==> config.mk <==
export PLATFORM = sky130hd
export DESIGN_NAME = utf8_latin_fold_to_ascii_unit
export DESIGN_NICKNAME = d
export VERILOG_FILES = /design/src/rtl/u8f_pkg.sv /design/src/rtl/u8f_step.sv /design/src/rtl/u8f_fifo.sv /design/src/rtl/utf8_latin_fold_to_ascii_unit.sv
export SDC_FILE = /design/constraint.sdc
export NUM_CORES = 1
export LEC_CHECK = 0
export BUFFER_PORTS_ARGS = -buffer_cell sky130_fd_sc_hd__buf_2
export CAP_MARGIN = 20
export CORE_UTILIZATION = 40
export DETAILED_ROUTE_END_ITERATION = 12
export PLACE_DENSITY_LB_ADDON = 0.05
export SYNTH_ARGS = -nofsm -noshare
export SYNTH_HDL_FRONTEND = slang
export SYNTH_SLANG_ARGS = --single-unit
==> constraint.sdc <==
create_clock -name aclk -period 9.8 [get_ports aclk]
set_input_delay 0.49 -clock aclk [delete_from_list [all_inputs] [get_ports aclk]]
set_output_delay 0.49 -clock aclk [all_outputs]
set_load 0.005 [all_outputs]
==> src/rtl/u8f_pkg.sv <==
// shared types, constants and byte classification functions for the
// utf-8 latin fold unit; no dependencies
package u8f_pkg;

    localparam int unsigned QUEUE_DEPTH = 4;
    localparam int unsigned QUEUE_AW    = $clog2(QUEUE_DEPTH);
    localparam int unsigned QUEUE_CW    = QUEUE_AW + 1;

    localparam logic [7:0] OUT_LEN_RESET = 8'd65;
    localparam logic [7:0] CHAR_SPACE    = 8'h20;
    localparam logic [7:0] CHAR_NUL      = 8'h00;

    typedef struct packed {
        logic [7:0] held_lead;
        logic       lead_waiting;
        logic [1:0] skip_left;
        logic [7:0] emitted_count;
    } u8f_state_t;

    typedef struct packed {
        logic [7:0] out_char;
        logic       is_end;
        logic [7:0] fill_count;
    } u8f_result_t;

    function automatic logic is_four_lead(input logic [7:0] b);
        return (b & 8'hF1) == 8'hF0;
    endfunction

    function automatic logic is_long_lead(input logic [7:0] b);
        return is_four_lead(b) || ((b & 8'hF0) == 8'hE0);
    endfunction

    function automatic logic is_two_lead(input logic [7:0] b);
        return (b & 8'hE0) == 8'hC0;
    endfunction

    function automatic logic is_cont(input logic [7:0] b);
        return (b & 8'hC0) == 8'h80;
    endfunction

    // latin-1 accented letters to their base letter, other bytes above 127 to a space
    function automatic logic [7:0] fold_char(input logic [7:0] c);
        logic [7:0] r;
        r = c;
        if (c >= 8'hC0 && c <= 8'hC5) r = "A";
        else if (c == 8'hC7) r = "C";
        else if (c >= 8'hC8 && c <= 8'hCB) r = "E";
        else if (c >= 8'hCC && c <= 8'hCF) r = "I";
        else if (c == 8'hD1) r = "N";
        else if (c >= 8'hD2 && c <= 8'hD6) r = "O";
        else if (c >= 8'hD9 && c <= 8'hDC) r = "U";
        else if (c == 8'hDD) r = "Y";
        else if (c >= 8'hE0 && c <= 8'hE5) r = "a";
        else if (c == 8'hE7) r = "c";
        else if (c >= 8'hE8 && c <= 8'hEB) r = "e";
        else if (c >= 8'hEC && c <= 8'hEF) r = "i";
        else if (c == 8'hF1) r = "n";
        else if (c >= 8'hF2 && c <= 8'hF6) r = "o";
        else if (c >= 8'hF9 && c <= 8'hFC) r = "u";
        else if (c == 8'hFD || c == 8'hFF) r = "y";
        else if (c > 8'd127) r = CHAR_SPACE;
        return r;
    endfunction

endpackage

==> src/rtl/u8f_step.sv <==
// per-byte decode: string state and one byte in, up to two results out
// depends on u8f_pkg
module u8f_step (
    input  u8f_pkg::u8f_state_t  state_cur,
    input  logic [7:0]           in_byte,
    input  logic [7:0]           out_len,
    output u8f_pkg::u8f_state_t  state_nxt,
    output logic [1:0]           res_cnt,
    output u8f_pkg::u8f_result_t res0,
    output u8f_pkg::u8f_result_t res1
);
    import u8f_pkg::*;

    logic [7:0]  cnt1;
    logic        fresh;
    u8f_result_t end_res;
    u8f_result_t ch_res;

    always_comb begin
        state_nxt = state_cur;
        res_cnt   = 2'd0;
        res0      = '0;
        res1      = '0;
        cnt1      = state_cur.emitted_count;
        fresh     = 1'b0;
        end_res   = '0;
        ch_res    = '0;

        if (in_byte == CHAR_NUL) begin
            // flush a held lead if there is room, then the end beat
            if (state_cur.lead_waiting && (cnt1 < out_len)) begin
                res0.out_char = state_cur.held_lead;
                res_cnt       = 2'd1;
                cnt1          = cnt1 + 8'd1;
            end
            end_res.out_char   = CHAR_NUL;
            end_res.is_end     = 1'b1;
            end_res.fill_count = (cnt1 < out_len) ? (out_len - cnt1) : 8'd0;
            if (res_cnt == 2'd1) begin
                res1    = end_res;
                res_cnt = 2'd2;
            end else begin
                res0    = end_res;
                res_cnt = 2'd1;
            end
            state_nxt = '0;
        end else if (state_cur.emitted_count >= out_len) begin
            state_nxt.lead_waiting = 1'b0;
            state_nxt.skip_left    = 2'd0;
        end else if (state_cur.skip_left != 2'd0) begin
            state_nxt.skip_left = state_cur.skip_left - 2'd1;
        end else begin
            fresh = 1'b1;
            if (state_cur.lead_waiting) begin
                state_nxt.lead_waiting = 1'b0;
                res_cnt = 2'd1;
                cnt1    = cnt1 + 8'd1;
                if (is_cont(in_byte)) begin
                    fresh = 1'b0;
                    if (is_long_lead(state_cur.held_lead)) begin
                        state_nxt.skip_left = is_four_lead(state_cur.held_lead)
                                              ? 2'd2 : 2'd1;
                        res0.out_char = CHAR_SPACE;
                    end else begin
                        res0.out_char = fold_char({state_cur.held_lead[1:0],
                                                   in_byte[5:0]});
                    end
                end else begin
                    // lead without continuation goes out raw
                    res0.out_char = state_cur.held_lead;
                    if (cnt1 >= out_len) begin
                        fresh = 1'b0;
                    end
                end
            end
            if (fresh) begin
                if (is_long_lead(in_byte) || is_two_lead(in_byte)) begin
                    state_nxt.held_lead    = in_byte;
                    state_nxt.lead_waiting = 1'b1;
                end else if (cnt1 < out_len) begin
                    ch_res.out_char = (in_byte < 8'd32) ? CHAR_SPACE : in_byte;
                    if (res_cnt == 2'd0) begin
                        res0 = ch_res;
                    end else begin
                        res1 = ch_res;
                    end
                    res_cnt = res_cnt + 2'd1;
                    cnt1    = cnt1 + 8'd1;
                end
            end
            state_nxt.emitted_count = cnt1;
        end
    end

endmodule

==> src/rtl/u8f_fifo.sv <==
// small result queue, up to two pushes and one pop per cycle
// depends on u8f_pkg
module u8f_fifo (
    input  logic                          aclk,
    input  logic                          aresetn,
    input  logic [1:0]                    push_cnt,
    input  u8f_pkg::u8f_result_t          push_data0,
    input  u8f_pkg::u8f_result_t          push_data1,
    input  logic                          pop,
    output logic                          out_valid,
    output u8f_pkg::u8f_result_t          out_data,
    output logic [u8f_pkg::QUEUE_CW-1:0]  level
);
    import u8f_pkg::*;

    u8f_result_t          entry_reg [QUEUE_DEPTH];
    logic [QUEUE_AW-1:0]  wr_ptr_reg, wr_ptr_next;
    logic [QUEUE_AW-1:0]  rd_ptr_reg, rd_ptr_next;
    logic [QUEUE_CW-1:0]  count_reg, count_next;
    logic [QUEUE_AW-1:0]  wr_ptr_p1;

    assign wr_ptr_p1 = wr_ptr_reg + QUEUE_AW'(1);
    assign out_valid = (count_reg != '0);
    assign out_data  = entry_reg[rd_ptr_reg];
    assign level     = count_reg;

    always_comb begin
        wr_ptr_next = wr_ptr_reg + QUEUE_AW'(push_cnt);
        rd_ptr_next = rd_ptr_reg + QUEUE_AW'(pop && out_valid);
        count_next  = count_reg + QUEUE_CW'(push_cnt)
                      - QUEUE_CW'(pop && out_valid);
    end

    always_ff @(posedge aclk) begin
        if (!aresetn) begin
            wr_ptr_reg <= '0;
            rd_ptr_reg <= '0;
            count_reg  <= '0;
        end else begin
            wr_ptr_reg <= wr_ptr_next;
            rd_ptr_reg <= rd_ptr_next;
            count_reg  <= count_next;
        end
    end

    always_ff @(posedge aclk) begin
        if (push_cnt != 2'd0) begin
            entry_reg[wr_ptr_reg] <= push_data0;
        end
        if (push_cnt == 2'd2) begin
            entry_reg[wr_ptr_p1] <= push_data1;
        end
    end

endmodule

==> src/rtl/utf8_latin_fold_to_ascii_unit.sv <==
// top level of the utf-8 to ascii folding stream
// depends on u8f_pkg, u8f_step, u8f_fifo
//
// Takes a UTF-8 string one byte per beat on the s_ channel, a zero byte
// ending it, and returns ASCII characters on the m_ channel, at most out_len
// of them per string. The last beat of a string has is_end set, out_char
// zero and fill_count the number of zero bytes the consumer appends to reach
// out_len. Accented Latin-1 letters fold to their base letter, three-byte
// sequences and four-byte ones with an even lead byte become one space,
// control bytes become a space. A byte that may start a multi-byte sequence
// is held until the next byte, so one input byte gives zero, one or two
// result beats. An input byte is registered, then decoded and pushed into a
// four-entry result queue when the queue has room for two results; a new
// byte is taken every cycle while the queue has that room. out_len is
// written on the cfg_ channel (always ready) and resets to 65; write it only
// between strings with the unit drained.
module utf8_latin_fold_to_ascii_unit (
    input  logic       aclk,
    input  logic       aresetn,
    // configuration write channel
    input  logic       cfg_valid,
    output logic       cfg_ready,
    input  logic [7:0] cfg_out_len,
    // byte input
    input  logic       s_valid,
    output logic       s_ready,
    input  logic [7:0] s_in_byte,
    // character output
    output logic       m_valid,
    input  logic       m_ready,
    output logic [7:0] m_out_char,
    output logic       m_is_end,
    output logic [7:0] m_fill_count
);
    import u8f_pkg::*;

    // configuration
    logic [7:0]          out_len_reg;

    // input register
    logic                in_valid_reg;
    logic [7:0]          in_byte_reg;

    // string state
    u8f_state_t          state_reg, state_next;

    // decode and queue
    logic                process;
    logic [1:0]          res_cnt;
    logic [1:0]          push_cnt;
    u8f_result_t         res0, res1;
    u8f_result_t         q_data;
    logic [QUEUE_CW-1:0] q_level;

    assign cfg_ready = 1'b1;

    // decode only when the queue can take a two-beat result
    assign process  = in_valid_reg && (q_level <= QUEUE_CW'(QUEUE_DEPTH - 2));
    assign s_ready  = !in_valid_reg || process;
    assign push_cnt = process ? res_cnt : 2'd0;

    always_ff @(posedge aclk) begin
        if (!aresetn) begin
            out_len_reg  <= OUT_LEN_RESET;
            in_valid_reg <= 1'b0;
            state_reg    <= '0;
        end else begin
            if (cfg_valid && cfg_ready) begin
                out_len_reg <= cfg_out_len;
            end
            if (s_ready) begin
                in_valid_reg <= s_valid;
            end
            if (process) begin
                state_reg <= state_next;
            end
        end
    end

    // payload register, no reset needed
    always_ff @(posedge aclk) begin
        if (s_valid && s_ready) begin
            in_byte_reg <= s_in_byte;
        end
    end

    u8f_step u_step (
        .state_cur (state_reg),
        .in_byte   (in_byte_reg),
        .out_len   (out_len_reg),
        .state_nxt (state_next),
        .res_cnt   (res_cnt),
        .res0      (res0),
        .res1      (res1)
    );

    u8f_fifo u_fifo (
        .aclk       (aclk),
        .aresetn    (aresetn),
        .push_cnt   (push_cnt),
        .push_data0 (res0),
        .push_data1 (res1),
        .pop        (m_ready),
        .out_valid  (m_valid),
        .out_data   (q_data),
        .level      (q_level)
    );

    assign m_out_char   = q_data.out_char;
    assign m_is_end     = q_data.is_end;
    assign m_fill_count = q_data.fill_count;

`ifndef SYNTHESIS
    // queue never overfills
    a_queue_bound: assert property (@(posedge aclk) disable iff (!aresetn)
        q_level <= QUEUE_CW'(QUEUE_DEPTH))
        else $error("result queue overflow");

    // a zero byte restarts the string
    a_end_clears: assert property (@(posedge aclk) disable iff (!aresetn)
        process && (in_byte_reg == CHAR_NUL)
        |=> (state_reg.emitted_count == 8'd0) && !state_reg.lead_waiting
            && (state_reg.skip_left == 2'd0))
        else $error("string state not cleared after end byte");

    // a held byte is always a lead byte
    a_held_is_lead: assert property (@(posedge aclk) disable iff (!aresetn)
        state_reg.lead_waiting
        |-> (is_long_lead(state_reg.held_lead) || is_two_lead(state_reg.held_lead)))
        else $error("held byte is not a lead");

    // skipping and holding never overlap
    a_skip_no_hold: assert property (@(posedge aclk) disable iff (!aresetn)
        (state_reg.skip_left != 2'd0) |-> !state_reg.lead_waiting)
        else $error("skip pending with a held lead");

    // an end byte always yields at least one beat
    a_end_pushes: assert property (@(posedge aclk) disable iff (!aresetn)
        process && (in_byte_reg == CHAR_NUL) |-> (push_cnt != 2'd0))
        else $error("end byte gave no result");
`endif

endmodule
==> flow_metrics.env, run 1 <==
export IMPL_seq_area_frac_synth=0.430
export IMPL_htreeDepth=3
export IMPL_drv_cap=0
export IMPL_grt_max_degree=25
export IMPL_clkLatencyLatePin_ps=360
export IMPL_fin_crit_ps=4800
export IMPL_layout_worst_path_cycle_share=0.490
export IMPL_async_reset_ff_frac=0
export IMPL_start_kind="register"
export IMPL_wl_per_cell_um=18.7
export IMPL_vias=5289
export IMPL_maxSlewViolCount=0
export IMPL_synth_cells=678
export IMPL_clkTransAtPathRegs_ps=80
export IMPL_yosysUniqueCellTypes=69
export IMPL_crit_type="reg2reg"
export IMPL_cts_resized=0
export IMPL_drcViolationCount=0
export IMPL_cp_startpoint="state_reg[1]"
export IMPL_yosysTopAreaCell="edfxtp_1"
export IMPL_synth_top_area_share=0.329
export IMPL_final_setup_tns_ps=0
export IMPL_grt_usage=0.206
export IMPL_max_freq_ghz=0.208
export IMPL_synth_seq_cells=111
export IMPL_ir_drop_v=0.0000935
export IMPL_place_hpwl_um=12700
export IMPL_dieArea_um2=17900
export IMPL_clock_sinks=111
export IMPL_drive_above_1_share=0.129
export IMPL_status="finished clean"
export IMPL_die_width_um=134
export IMPL_grt_pass1_vias=5173
export IMPL_hold_viol_final=0
export IMPL_synthTopCellsByArea="edfxtp_1 33%, dfxtp_1 10%, ha_1 7.0%, mux4_2 5.5%, mux2i_1 4.2%"
export IMPL_synth_edf_count=76
export IMPL_cts_inserted_buffers=9
export IMPL_largest_reg_flops=68
export IMPL_cts_setup_buffers=0
export IMPL_worstHoldPathType="in2reg"
export IMPL_tritoncts="built"
export IMPL_rows=47
export IMPL_cellLeakagePower_uw=0.00269
export IMPL_drtPass1Iterations=5
export IMPL_slew_headroom=0.309
export IMPL_arrival_ps=4780
export IMPL_antenna_found_initial=0
export IMPL_timing_rr_start="state_reg[1]"
export IMPL_worst_pin_slew_ps=1040
export IMPL_viasPerCell=5.72
export IMPL_port_buffers=39
export IMPL_start_util=0.414
export IMPL_synth_area_um2=6940
export IMPL_rsz0062_at_grt="false"
export IMPL_syn_area_per_cell_um2=10.2
export IMPL_area_delta_synth_final_pct=9.83
export IMPL_wirelength_um=17300
export IMPL_finalNetCount=762
export IMPL_yosys_warnings=0
export IMPL_fp_coreArea_um2=16800
export IMPL_overflow=0
export IMPL_skew_ps=13.1
export IMPL_cts_root_buffer="clkbuf_16"
export IMPL_num_antenna_cells=0
export IMPL_hold_slack_ps=304
export IMPL_cp_required_ps=9780
export IMPL_drt_initial_drc_count=547
export IMPL_end_kind="register"
export IMPL_place_congestion=0.871
export IMPL_path_max_fanout=17
export IMPL_ios=41
export IMPL_grt_pass1_wl_um=28300
export IMPL_cts_buffer_depth=2
export IMPL_holdCritStartpoint="s_in_byte[6]"
export IMPL_hold_buffers=0
export IMPL_power_density_nw_per_um2=167
export IMPL_die_h_um=134
export IMPL_setup_viol_count_final=0
export IMPL_drt_antenna_violating_nets=0
export IMPL_syn_num_nets=740
export IMPL_ys_flop_type="edfxtp_1"
## synthesized netlist by cell type, drive strengths merged (7+ instances only)
library cell / number
and3: 12
mux2i: 29
or3: 7
xor2: 11
and2: 9
nand2b: 11
nor2: 73
dfxtp: 35
inv: 24
nor3: 15
ha: 39
o211ai: 7
edfxtp: 76
nand2: 52
nor2b: 15
xnor2: 26
nand4: 12
mux4: 17
a21oi: 36
o21ai: 29
nand3: 28
clkbuf: 26
## placed cells by master, fill, tap and decap left out, types with 3 or more instances in the layout
master | Yosys | layout
dfxtp_1 | 35 | 35
nor2b_1 | 15 | 15
nor3_1 | 14 | 13
nand2_1 | 52 | 52
nand3_1 | 27 | 27
and2_1 | 9 | 9
nor2_4 | 3 | 3
buf_4 | 1 | 4
xnor2_1 | 26 | 26
clkbuf_16 | 0 | 9
or3_1 | 7 | 7
a211oi_1 | 6 | 6
o211ai_1 | 7 | 7
o21a_1 | 3 | 3
buf_2 | 2 | 39
inv_1 | 24 | 24
ha_1 | 39 | 39
edfxtp_1 | 76 | 76
a21oi_1 | 36 | 36
o21ai_0 | 26 | 26
nor2_1 | 70 | 70
a21boi_0 | 3 | 3
mux2i_1 | 29 | 29
nor4_1 | 4 | 3
nand3b_1 | 3 | 3
mux4_2 | 17 | 17
a221oi_1 | 4 | 4
a22o_1 | 6 | 6
xor2_1 | 11 | 11
nand4_1 | 12 | 12
and3_1 | 12 | 12
o21ai_1 | 3 | 3
nand2b_1 | 11 | 11
a21o_1 | 5 | 5
a22oi_1 | 4 | 4
## worst paths after layout
| kind | end | slack, ps | cells after the start |
|---|---|---|---|
| worst max register to register | u_fifo.entry_reg[0][9] | 5000 | 13 |
| worst min register to register | state_reg[14] | 490 | 1 |
| worst max-delay path | u_fifo.entry_reg[0][9] | 5000 | 13 |
| worst min-delay path | in_byte_reg[6] | 300 | 1 |
## layer usage
metal | track usage | vias to the layer above | share of wire
met1 | 0.292 | 2555 | 0.48
li1 | - | 2574 | -
met4 | 0.0676 | 0 | 0.019
met3 | 0.0335 | 25 | 0.044
met5 | 0 | - | 0
met2 | 0.320 | 135 | 0.46
## area by class of cell
type	instances	area [um2]
clock inverters	6	51.3
repair buffers	43	225
clock buffers	10	239
flip-flops and latches	111	2980
multi-input cells	511	3760
fillers	1625	9140
well taps	220	275
inverters	24	90.1
## report_power, final
group | internal [uW] | switching [uW] | total, uW
Combinational | 152 | 177 | 329
Clock | 184 | 185 | 369
Sequential | 540 | 36.3 | 577
## through the flow
stage / instance area [um2] / worst slack, ps / std cells / power, uW / util
floorplan: 6940 / 4620 / 678 / 810 / -
CTS: 7620 / 4990 / 925 / 1290 / 0.455
finish: 7620 / 5000 / 925 / 1270 / 0.455
global placement: 7330 / 5100 / 909 / 913 / 0.437
global route: 7620 / 4600 / 925 / 1350 / 0.455
detailed placement: 7330 / 5030 / 909 / 921 / 0.437
## worst max-delay path, cell delays in order (launching register included)
cell	delay [ps]
dfxtp_1	490
ha_1	350
and3_1	210
nand4_1	120
xnor2_1	380
ha_1	310
a211oi_1	250
nand2_1	100
a221oi_2	450
ha_1	230
o21ai_0	130
nor2_1	200
a41oi_4	250
o22ai_2	940
## logic make-up after synthesis
group           count (synthesis)  share of synthesized area
mux                            47                     0.0986
fa+ha+maj                      41                     0.0761
flops                         111                      0.430
other cells                     1                   0.000540
compound gates                132                      0.133
simple gates                  253                      0.184
xor+xnor                       37                     0.0467
buf+inv                        56                     0.0312
No activity file was read; power rests on OpenSTA's default activity.
==> inputs of run 2 (changes only) <==
- clock period: 9.8 -> 4 ns (I/O delays scaled with it)
==> run 2 against run 1 <==
Critical path depth is 3 higher. Clock-buffer cell count down 1. Combinational power grew to 2.8 times the previous value. Critical endpoint is now u_fifo.entry_reg[0][13].
==> flow_metrics.env, run 2 (synthesis gave the netlist of run 1 again) <==
export IMPL_status="finished clean"
export IMPL_ir_drop_v=0.000208
export IMPL_cts_buffer_depth=2
export IMPL_start_util=0.414
export IMPL_drive_above_1_share=0.231
export IMPL_num_antenna_cells=0
export IMPL_largest_reg_flops=68
export IMPL_final_cell_mix="76 x edfxtp_1, 66 x nor2_1, 52 x nand2_1, 42 x buf_4, 39 x buf_2"
export IMPL_power_internal_uw=2250
export IMPL_finalNetCount=805
export IMPL_instances_no_fill=968
export IMPL_end_kind="register"
export IMPL_multi_input_area_um2=4000
export IMPL_antenna_found_initial=0
export IMPL_drcViolationCount=0
export IMPL_grt_usage=0.204
export IMPL_cts_root_buffer="clkbuf_16"
export IMPL_setup_viol_count_final=0
export IMPL_cp_required_ps=4190
export IMPL_vias=5420
export IMPL_fin_crit_ps=3850
export IMPL_rows=47
export IMPL_htreeDepth=3
export IMPL_power_total_uw=3250
export IMPL_layout_worst_path_cycle_share=0.964
export IMPL_hold_slack_ps=13.8
export IMPL_power_share_sequential=0.428
export IMPL_grt_pass1_vias=5258
export IMPL_slew_headroom=0.402
export IMPL_grt_pass1_wl_um=28200
export IMPL_dieArea_um2=17900
export IMPL_port_buffers=39
export IMPL_fp_coreArea_um2=16800
export IMPL_arrival_ps=4050
export IMPL_place_hpwl_um=12800
export IMPL_cts_inserted_buffers=9
export IMPL_wl_per_cell_um=18.1
export IMPL_start_kind="register"
export IMPL_wirelength_um=17500
export IMPL_skew_ps=10.6
export IMPL_grt_max_degree=23
export IMPL_switching_share=0.308
export IMPL_path_max_fanout=10
export IMPL_drtPass1Iterations=5
export IMPL_cellLeakagePower_uw=0.00299
export IMPL_seq_area_um2=2990
export IMPL_clkTransAtPathRegs_ps=80
export IMPL_clock_power_share=0.289
export IMPL_hold_viol_final=0
export IMPL_final_setup_tns_ps=0
export IMPL_maxSlewViolCount=0
export IMPL_combinationalPowerShare=0.283
export IMPL_max_freq_ghz=0.259
export IMPL_mostFrequentLayoutCell="edfxtp_1"
export IMPL_area_delta_synth_final_pct=19.0
export IMPL_place_congestion=0.899
export IMPL_tritoncts="built"
export IMPL_final_core_util=0.492
export IMPL_worstHoldPathType="in2reg"
export IMPL_drv_cap=0
export IMPL_dpl_cell_count=946
export IMPL_ios=41
export IMPL_n_fill_cell=1559
export IMPL_drt_initial_drc_count=531
export IMPL_die_width_um=134
export IMPL_die_h_um=134
export IMPL_drt_antenna_violating_nets=0
export IMPL_crit_type="reg2reg"
export IMPL_power_switching_uw=1000
export IMPL_clkLatencyLatePin_ps=360
export IMPL_overflow=0
export IMPL_power_density_nw_per_um2=393
export IMPL_worst_pin_slew_ps=895
export IMPL_clock_sinks=111
export IMPL_viasPerCell=5.60
==> run 2: cell types whose count changed in the layout (fill, tap and decap cells not counted), sizes merged <==
cell    previous run  this run
bufinv             0         1
buf               43        86
clkbuf            10         9
==> run 2: final cells by class <==
type | instances | share of cell area
Clock inverter | 7 | 0.00955
Timing Repair Buffer | 86 | 0.0719
Multi-Input combinational cell | 511 | 0.485
Clock buffer | 9 | 0.0273
Sequential cell | 111 | 0.362
Tap cell | 220 | 0.0333
Inverter | 24 | 0.0109
==> run 2: power groups by stage <==
stage / logic (uW) / clock network [uW] / registers (uW)
2_1_floorplan: 614 / 0 / 1390
3_3_place_gp: 875 / 0 / 1410
3_5_place_dp: 883 / 0 / 1410
4_1_cts: 890 / 963 / 1390
5_1_grt: 1020 / 1010 / 1400
6_report: 918 / 940 / 1390
==> run 2: worst max-delay path, cell delays in order (launching register included) <==
cell,delay (ps)
dfxtp_4,370
ha_4,160
and3_4,190
nand4_1,130
xnor2_2,190
ha_1,350
a211oi_2,190
nand2_1,120
a221oi_4,370
ha_4,170
o21ai_0,100
buf_4,150
nor2_1,170
a41oi_4,190
buf_4,220
nor2_4,330
mux2i_1,280
==> run 2: per-stage QoR <==
stage	area (um2)	worst slack (ps)
after floorplan	7000	-145
after global placement	7680	-85.9
after detailed placement	7680	-87.1
after CTS	8030	-10.0
after global routing	8250	-27.9
final	8250	146
==> run 2: path summary, 6_finish.rpt <==
kind / startpoint / endpoint / slack [ps] / cells past startpoint
hold / removal: s_in_byte[6] / in_byte_reg[6] / 10 / 1
setup / recovery: state_reg[1] / u_fifo.entry_reg[0][13] / 150 / 16
hold reg to reg: state_reg[14] / state_reg[14] / 500 / 1
setup reg to reg: state_reg[1] / u_fifo.entry_reg[0][13] / 150 / 16
==> run 2: metal layers <==
layer / vias up / share of wire / wire length (um) / GRT usage
met1: 2595 / 0.47 / 8230 / 0.286
met3: 20 / 0.045 / 787 / 0.0323
met5: - / 0 / 0 / 0
met2: 149 / 0.47 / 8210 / 0.328
li1: 2656 / - / - / -
met4: 0 / 0.014 / 248 / 0.0511
==> run 2: what timing repair did <==
action	in CTS	in global routing
endpoints found under the setup margin	11	95
hold buffers	0	0
pin swaps	1	20
resized for setup	6	39
setup buffers	1	5
